[src/hw/rtl/xbg_pkg.sv]
// shared types, codes and constants for the xoshiro256++ byte generator
package xbg_pkg;

  localparam int unsigned WORD_W    = 64;
  localparam int unsigned NWORDS    = 4;
  localparam int unsigned CFG_IDX_W = 3;
  localparam int unsigned CNT_W     = 4;
  localparam int unsigned STEP_W    = 8;

  localparam int unsigned ROT_OUT = 23;
  localparam int unsigned SHIFT_T = 17;
  localparam int unsigned ROT_S3  = 45;

  localparam logic [255:0] JUMP_POLY = {
    64'h39abdc4529b1661c, 64'ha9582618e03fc9aa,
    64'hd5a61266f0c9392c, 64'h180ec6d33cfd0aba
  };

  localparam logic [WORD_W-1:0] SEED0_RST = 64'd1;
  localparam logic [WORD_W-1:0] SEED1_RST = 64'd0;
  localparam logic [WORD_W-1:0] SEED2_RST = 64'd0;
  localparam logic [WORD_W-1:0] SEED3_RST = 64'd0;

  typedef enum logic [1:0] {
    MODE_GEN  = 2'd0,
    MODE_JUMP = 2'd1,
    MODE_LOAD = 2'd2
  } mode_t;

  typedef enum logic [CFG_IDX_W-1:0] {
    REG_SEED0 = 3'd0,
    REG_SEED1 = 3'd1,
    REG_SEED2 = 3'd2,
    REG_SEED3 = 3'd3
  } reg_idx_t;

  typedef enum logic [2:0] {
    ST_IDLE,
    ST_FINAL,
    ST_JUMP,
    ST_DONE
  } fsm_t;

  typedef struct packed {
    logic [WORD_W-1:0] w3;
    logic [WORD_W-1:0] w2;
    logic [WORD_W-1:0] w1;
    logic [WORD_W-1:0] w0;
  } gen_state_t;

  function automatic logic [WORD_W-1:0] rotl(input logic [WORD_W-1:0] v,
                                             input int unsigned r);
    rotl = (v << r) | (v >> (WORD_W - r));
  endfunction

endpackage

[src/hw/rtl/xbg_step.sv]
// shared xoshiro256++ next-state unit with the output pre-sum
module xbg_step (
  input  xbg_pkg::gen_state_t         cur,
  output xbg_pkg::gen_state_t         nxt,
  output logic [xbg_pkg::WORD_W-1:0]  pre_sum
);

  logic [xbg_pkg::WORD_W-1:0] t;
  logic [xbg_pkg::WORD_W-1:0] a2;
  logic [xbg_pkg::WORD_W-1:0] a3;
  logic [xbg_pkg::WORD_W-1:0] a1;
  logic [xbg_pkg::WORD_W-1:0] a0;

  always_comb begin
    pre_sum = cur.w0 + cur.w3;
    t       = cur.w1 << xbg_pkg::SHIFT_T;
    a2      = cur.w2 ^ cur.w0;
    a3      = cur.w3 ^ cur.w1;
    a1      = cur.w1 ^ a2;
    a0      = cur.w0 ^ a3;
    nxt.w0  = a0;
    nxt.w1  = a1;
    nxt.w2  = a2 ^ t;
    nxt.w3  = xbg_pkg::rotl(a3, xbg_pkg::ROT_S3);
  end

endmodule

[src/hw/rtl/xoshiro256pp_byte_generator_unit.sv]
// xoshiro256++ byte generator top level with sequencer and output register
// generate: the request passes the final and done states before the output register loads; no new request until idle
// jump: all 256 bits of the jump polynomial are applied in turn, stepping through the shared next-state unit
// load, zero count and other modes: the sequencer goes straight to its done state and loads the output register
// output stalls hold the sequencer in its done state until the output register is free
// synchronous active-low reset restores seeds and state to {1,0,0,0}
module xoshiro256pp_byte_generator_unit (
  input  logic                            clk,
  input  logic                            rst_n,
  input  logic                            in_valid,
  output logic                            in_stall,
  input  logic [1:0]                      in_mode,
  input  logic [xbg_pkg::CNT_W-1:0]       in_byte_count,
  output logic                            out_valid,
  input  logic                            out_stall,
  output logic [xbg_pkg::WORD_W-1:0]      out_random_data,
  output logic [xbg_pkg::CNT_W-1:0]       out_data_bytes,
  input  logic                            cfg_valid,
  output logic                            cfg_ready,
  input  logic [xbg_pkg::CFG_IDX_W-1:0]   cfg_index,
  input  logic [xbg_pkg::WORD_W-1:0]      cfg_data
);

  xbg_pkg::fsm_t      state_r, state_nxt;
  xbg_pkg::gen_state_t gen_r, gen_nxt, step_out, acc_r, acc_nxt;
  logic [xbg_pkg::WORD_W-1:0] pre_sum;
  logic [xbg_pkg::WORD_W-1:0] seed0_r, seed1_r, seed2_r, seed3_r;
  logic [xbg_pkg::WORD_W-1:0] sum_r, g0_r, res_data_r, res_data_nxt, word;
  logic [xbg_pkg::CNT_W-1:0]  cnt_r, res_bytes_r, res_bytes_nxt, cnt_sat;
  logic [xbg_pkg::STEP_W-1:0] jstep_r;
  logic [xbg_pkg::WORD_W-1:0] out_data_r;
  logic [xbg_pkg::CNT_W-1:0]  out_bytes_r;
  logic                       out_valid_r;
  logic                       in_acc, out_free, out_load, jbit, jlast;
  xbg_pkg::mode_t             mode;

  xbg_step u_step (
    .cur     (gen_r),
    .nxt     (step_out),
    .pre_sum (pre_sum)
  );

  assign mode     = xbg_pkg::mode_t'(in_mode);
  assign in_acc   = in_valid && !in_stall;
  assign out_free = !out_valid_r || !out_stall;
  assign jbit     = xbg_pkg::JUMP_POLY[jstep_r];
  assign jlast    = (jstep_r == {xbg_pkg::STEP_W{1'b1}});
  assign cnt_sat  = (in_byte_count > xbg_pkg::CNT_W'(8)) ? xbg_pkg::CNT_W'(8) : in_byte_count;
  assign cfg_ready = 1'b1;

  // next state
  always_comb begin
    state_nxt = state_r;
    unique case (state_r)
      xbg_pkg::ST_IDLE: begin
        if (in_acc) begin
          if (mode == xbg_pkg::MODE_GEN && cnt_sat != '0) state_nxt = xbg_pkg::ST_FINAL;
          else if (mode == xbg_pkg::MODE_JUMP) state_nxt = xbg_pkg::ST_JUMP;
          else state_nxt = xbg_pkg::ST_DONE;
        end
      end
      xbg_pkg::ST_FINAL: state_nxt = xbg_pkg::ST_DONE;
      xbg_pkg::ST_JUMP: begin
        if (jlast) state_nxt = xbg_pkg::ST_DONE;
      end
      xbg_pkg::ST_DONE: begin
        if (out_free) state_nxt = xbg_pkg::ST_IDLE;
      end
      default: state_nxt = xbg_pkg::ST_IDLE;
    endcase
  end

  // outputs of the sequencer
  always_comb begin
    in_stall = 1'b1;
    out_load = 1'b0;
    unique case (state_r)
      xbg_pkg::ST_IDLE:  in_stall = 1'b0;
      xbg_pkg::ST_FINAL: in_stall = 1'b1;
      xbg_pkg::ST_JUMP:  in_stall = 1'b1;
      xbg_pkg::ST_DONE:  out_load = out_free;
      default:           in_stall = 1'b1;
    endcase
  end

  // datapath next values
  always_comb begin
    gen_nxt       = gen_r;
    acc_nxt       = acc_r;
    res_data_nxt  = res_data_r;
    res_bytes_nxt = res_bytes_r;
    word          = xbg_pkg::rotl(sum_r, xbg_pkg::ROT_OUT) + g0_r;
    unique case (state_r)
      xbg_pkg::ST_IDLE: begin
        if (in_acc) begin
          res_data_nxt  = '0;
          res_bytes_nxt = '0;
          unique case (mode)
            xbg_pkg::MODE_GEN: begin
              if (cnt_sat != '0) gen_nxt = step_out;
            end
            xbg_pkg::MODE_JUMP: acc_nxt = '0;
            xbg_pkg::MODE_LOAD: begin
              gen_nxt.w0 = seed0_r;
              gen_nxt.w1 = seed1_r;
              gen_nxt.w2 = seed2_r;
              gen_nxt.w3 = seed3_r;
            end
            default: gen_nxt = gen_r;
          endcase
        end
      end
      xbg_pkg::ST_FINAL: begin
        res_bytes_nxt = cnt_r;
        unique case (cnt_r)
          4'd1:    res_data_nxt = word >> 56;
          4'd2:    res_data_nxt = word >> 48;
          4'd3:    res_data_nxt = word >> 40;
          4'd4:    res_data_nxt = word >> 32;
          4'd5:    res_data_nxt = word >> 24;
          4'd6:    res_data_nxt = word >> 16;
          4'd7:    res_data_nxt = word >> 8;
          default: res_data_nxt = word;
        endcase
      end
      xbg_pkg::ST_JUMP: begin
        if (jbit) acc_nxt = acc_r ^ gen_r;
        gen_nxt = jlast ? acc_nxt : step_out;
      end
      xbg_pkg::ST_DONE: gen_nxt = gen_r;
      default:          gen_nxt = gen_r;
    endcase
  end

  always_ff @(posedge clk) begin
    if (!rst_n) begin
      state_r     <= xbg_pkg::ST_IDLE;
      gen_r.w0    <= xbg_pkg::SEED0_RST;
      gen_r.w1    <= xbg_pkg::SEED1_RST;
      gen_r.w2    <= xbg_pkg::SEED2_RST;
      gen_r.w3    <= xbg_pkg::SEED3_RST;
      acc_r       <= '0;
      jstep_r     <= '0;
      seed0_r     <= xbg_pkg::SEED0_RST;
      seed1_r     <= xbg_pkg::SEED1_RST;
      seed2_r     <= xbg_pkg::SEED2_RST;
      seed3_r     <= xbg_pkg::SEED3_RST;
      out_valid_r <= 1'b0;
    end else begin
      state_r <= state_nxt;
      gen_r   <= gen_nxt;
      acc_r   <= acc_nxt;
      if (state_r == xbg_pkg::ST_JUMP) jstep_r <= jstep_r + 1'b1;
      if (cfg_valid && cfg_ready) begin
        unique case (cfg_index)
          xbg_pkg::REG_SEED0: seed0_r <= cfg_data;
          xbg_pkg::REG_SEED1: seed1_r <= cfg_data;
          xbg_pkg::REG_SEED2: seed2_r <= cfg_data;
          xbg_pkg::REG_SEED3: seed3_r <= cfg_data;
          default: ;
        endcase
      end
      if (out_load) out_valid_r <= 1'b1;
      else if (!out_stall) out_valid_r <= 1'b0;
    end
  end

  always_ff @(posedge clk) begin
    res_data_r  <= res_data_nxt;
    res_bytes_r <= res_bytes_nxt;
    if (in_acc) begin
      sum_r <= pre_sum;
      g0_r  <= gen_r.w0;
      cnt_r <= cnt_sat;
    end
    if (out_load) begin
      out_data_r  <= res_data_r;
      out_bytes_r <= res_bytes_r;
    end
  end

  assign out_valid       = out_valid_r;
  assign out_random_data = out_data_r;
  assign out_data_bytes  = out_bytes_r;

`ifndef SYNTHESIS
  a_busy_after_accept: assert property (@(posedge clk) disable iff (!rst_n)
    in_valid && !in_stall |=> in_stall)
    else $error("input taken while sequencer busy");

  a_empty_result_zero: assert property (@(posedge clk) disable iff (!rst_n)
    out_valid && out_data_bytes == '0 |-> out_random_data == '0)
    else $error("zero-byte result carries data");

  a_bytes_range: assert property (@(posedge clk) disable iff (!rst_n)
    out_valid |-> out_data_bytes <= xbg_pkg::CNT_W'(8))
    else $error("byte count above eight");

  a_jump_count_idle: assert property (@(posedge clk) disable iff (!rst_n)
    state_r != xbg_pkg::ST_JUMP |-> jstep_r == '0)
    else $error("jump counter not wrapped outside jump");
`endif

endmodule

[config.mk]
export PLATFORM = sky130hd
export DESIGN_NAME = xoshiro256pp_byte_generator_unit
export DESIGN_NICKNAME = d
export VERILOG_FILES = /design/src/hw/rtl/xbg_pkg.sv /design/src/hw/rtl/xbg_step.sv /design/src/hw/rtl/xoshiro256pp_byte_generator_unit.sv
export SDC_FILE = /design/constraint.sdc
export NUM_CORES = 2
export LEC_CHECK = 0
export ABC_CLOCK_PERIOD_IN_PS = 20300
export BUFFER_PORTS_ARGS = -buffer_cell sky130_fd_sc_hd__buf_2
export CORE_MARGIN = 4
export CORE_UTILIZATION = 61
export CTS_BUF_LIST = sky130_fd_sc_hd__clkbuf_16
export CTS_CLUSTER_SIZE = 40
export DETAILED_ROUTE_END_ITERATION = 10
export HOLD_SLACK_MARGIN = 0.15
export PLACE_DENSITY = 0.83
export SLEW_MARGIN = 5
export SYNTH_ARGS = -nofsm -noshare
export SYNTH_HDL_FRONTEND = slang
export SYNTH_HIERARCHICAL = 1
export SYNTH_SLANG_ARGS = --single-unit
[constraint.sdc]
create_clock -name clk -period 20.3 [get_ports clk]
set_input_delay 2.03 -clock clk [delete_from_list [all_inputs] [get_ports clk]]
set_output_delay 2.03 -clock clk [all_outputs]
set_load 0.03 [all_outputs]
==> flow_metrics.env <==
export IMPL_status="finished clean"
export IMPL_clock_latency_ns=0.73
export IMPL_synth_common_cells="nand2_1, a21oi_1, dfxtp_1, clkbuf_1, nor2_1"
export IMPL_grt_usage=0.382
export IMPL_io_pins=149
export IMPL_cp_arrival_ns=6.39
export IMPL_synth_edf_count=268
export IMPL_fin_crit_ns=5.82
export IMPL_cts_tree="yes"
export IMPL_timing_max_cap_violations=0
export IMPL_cp_end_kind="flop"
export IMPL_startpoint_type="primary input"
export IMPL_worstMarginPinSlew_ns=1.29
export IMPL_crit_path_frequent_cell="buf_4"
export IMPL_setup_tns_ns=0
export IMPL_cts_num_sinks=1048
export IMPL_drtAntennaViolNets=0
export IMPL_slowest_delay_ns=0.81
export IMPL_hp_class="reg -> reg"
export IMPL_skew_ns=0.0439
export IMPL_netlist_instances=7684
export IMPL_cts_root_buffer="clkbuf_16"
export IMPL_rsz0062_at_grt="false"
export IMPL_grt_pass1_wl_um=312000
export IMPL_final_seq_area_um2=23700
export IMPL_seq_power_share=0.341
export IMPL_fmax_mhz=172
export IMPL_synthArstFlopShare=0
export IMPL_synth_flop_cell="dfxtp_1"
export IMPL_ys_types=107
export IMPL_yosysSeqAreaShare=0.391
export IMPL_die_area_um2=104000
export IMPL_setup_violations=0
export IMPL_grt_max_degree=232
export IMPL_critical_path_top_delay_family="buffers and inverters"
export IMPL_path_clk_slew_ns=0.07
export IMPL_vias=57700
export IMPL_synth_cell_area_um2=60600
export IMPL_coreArea_um2=98400
export IMPL_yosysMostFrequentCell="nand2_1"
export IMPL_p_sw_frac=0.443
export IMPL_fp_row_count=115
export IMPL_nNetsFinal=7659
export IMPL_postCtsSetupBuffers=0
export IMPL_stdcell_count=8817
export IMPL_ir_worst_vdd_v=0.000127
export IMPL_cp_required_ns=20.87
export IMPL_cts_resized=0
export IMPL_gr_total_overflow=0
export IMPL_switchingPower_mw=3.58
export IMPL_hold_viol=0
export IMPL_cp_slowest_cell="buf_4"
export IMPL_antenna_found_initial=9
export IMPL_synth_top_area_share=0.258
export IMPL_ys_top_cells_by_area="dfxtp_1, edfxtp_1, nand2_1, a21oi_1, xnor2_1"
export IMPL_final_period_utilization=0.287
export IMPL_drt_total_wl_um=207000
export IMPL_fp_dieH_um=323
export IMPL_initialDrtViolationCount=7748
export IMPL_ys_ff_latch=1048
export IMPL_layout_drive_gt1_share=0.0615
export IMPL_fill_cells=8121
export IMPL_powerDensity_nw_per_um2=125
export IMPL_drc=0
export IMPL_p_int_mw=4.51
export IMPL_start_util=0.615
export IMPL_grt_pass1_vias=52600
export IMPL_dp_cells=8618
export IMPL_area_growth_pct=7.10
export IMPL_wire_per_inst_um=23.5
export IMPL_worstPathMaxFanout=81
export IMPL_critical_path_buf_inv_count=5
export IMPL_synth_area_leader_cell="dfxtp_1"
export IMPL_slew_violations=0
export IMPL_cts_hold_buf=0
export IMPL_syn_num_nets=7901
export IMPL_path_class="in -> reg"
export IMPL_via_per_inst=6.55
export IMPL_fp_dieW_um=323
export IMPL_io_buffers=147
export IMPL_clk_path_buf_depth=3
export IMPL_syn_area_per_cell_um2=7.88
export IMPL_cts_buffers=109
export IMPL_power_leakage_nw=22.2
export IMPL_gp_congestion=1.01
export IMPL_relSlewSlack=0.136
export IMPL_dpl_hpwl_um=138000
export IMPL_ys_warn_count=6
export IMPL_clockPowerShare=0.234
export IMPL_dr_pass1_iters=8
export IMPL_path_cells="buf_2 > nand2_1 > nor2_1 > a21oi_4 > buf_4 > buf_4 > buf_4 > buf_4 > nor3_1 > a21oi_1 > nor2_1"
export IMPL_comb_power_share=0.425
export IMPL_multi_input_area_um2=34600
export IMPL_htree_levels=3
==> through the flow <==
| stage | hold slack (ns) | cell area (µm²) | power, mW | setup slack, ns | util |
|---|---|---|---|---|---|
| 3_5_place_dp | 0.405 | 61500 | 6.10 | 13.90 | 0.625 |
| 2_1_floorplan | 0.400 | 60600 | 5.03 | 12.72 | - |
| 6_report | 0.411 | 64900 | 8.09 | 14.48 | 0.659 |
| 4_1_cts | 0.404 | 64900 | 7.98 | 14.67 | 0.659 |
| 5_1_grt | 0.415 | 64900 | 8.43 | 14.32 | 0.659 |
| 3_3_place_gp | 0.401 | 61500 | 6.03 | 14.01 | 0.625 |
==> final cells by class <==
| class | instances | share of cell area |
|---|---|---|
| Inverter | 53 | 0.00334 |
| Tap cell | 1287 | 0.0248 |
| Antenna cell | 2 | 0.0000772 |
| Sequential cell | 1048 | 0.365 |
| Clock buffer | 109 | 0.0421 |
| Timing Repair Buffer | 228 | 0.0215 |
| Multi-Input combinational cell | 6002 | 0.534 |
| Clock inverter | 88 | 0.00922 |
==> sequential cells by signal, indices dropped and copies added (netlist names), 2 cells and up <==
register         flops
acc_r              256
out_random_data     64
sum_r               64
g0_r                64
gen_r              256
res_data_r          64
state_r              2
seed2_r             64
seed1_r             64
jstep_r              8
res_bytes_r          4
seed3_r             64
cnt_r                4
out_data_bytes       4
seed0_r             64
==> power by group through the flow <==
stage / logic, mW / clock network [mW] / registers (mW)
3_5_place_dp: 3.31 / 0 / 2.79
2_1_floorplan: 2.35 / 0 / 2.68
5_1_grt: 3.67 / 1.99 / 2.77
6_report: 3.44 / 1.89 / 2.76
3_3_place_gp: 3.25 / 0 / 2.78
4_1_cts: 3.33 / 1.90 / 2.75
==> cells in the final DEF (no fill, tap or decap), drive strengths merged, types with 28 or more instances in the layout <==
| master | count |
|---|---|
| o21ai | 256 |
| a211oi | 288 |
| xor2 | 286 |
| ha | 137 |
| nand3 | 230 |
| xnor2 | 386 |
| buf | 228 |
| nor3 | 136 |
| o21bai | 28 |
| a21o | 50 |
| dfxtp | 780 |
| inv | 76 |
| o21a | 35 |
| a221oi | 34 |
| edfxtp | 268 |
| and3 | 275 |
| nor2 | 497 |
| a21oi | 976 |
| clkinv | 54 |
| clkbuf | 109 |
| mux2i | 190 |
| nand2 | 1771 |
| a31oi | 33 |
| nand4 | 73 |
==> cells by family after synthesis <==
family,share of synthesized area
compound gates,0.190
flops,0.391
buf+inv,0.0397
mux,0.0327
fa+ha+maj,0.0290
xor+xnor,0.0974
other cells,0.0000619
simple gates,0.220
==> path summary, 6_finish.rpt <==
check | start | end | slack (ns) | cells after the start
hold reg to reg | res_data_r[29]$_SDFFCE_PN0P_ | out_random_data[29]$_DFFE_PP_ | 0.41 | 0
hold / removal | res_data_r[29]$_SDFFCE_PN0P_ | out_random_data[29]$_DFFE_PP_ | 0.41 | 0
setup reg to reg | state_r[0]$_SDFFE_PN0P_ | acc_r[59]$_SDFFE_PN0P_ | 15.02 | 12
setup / recovery | in_valid | acc_r[59]$_SDFFE_PN0P_ | 14.48 | 11
==> routing by layer <==
layer	up-vias	GRT usage	part of all wire
li1	26300	-	-
met1	27300	0.501	0.38
met2	3460	0.585	0.43
met3	719	0.0647	0.11
met4	2	0.254	0.078
met5	-	0	0.000063
Power figures use the tool's default switching activity.
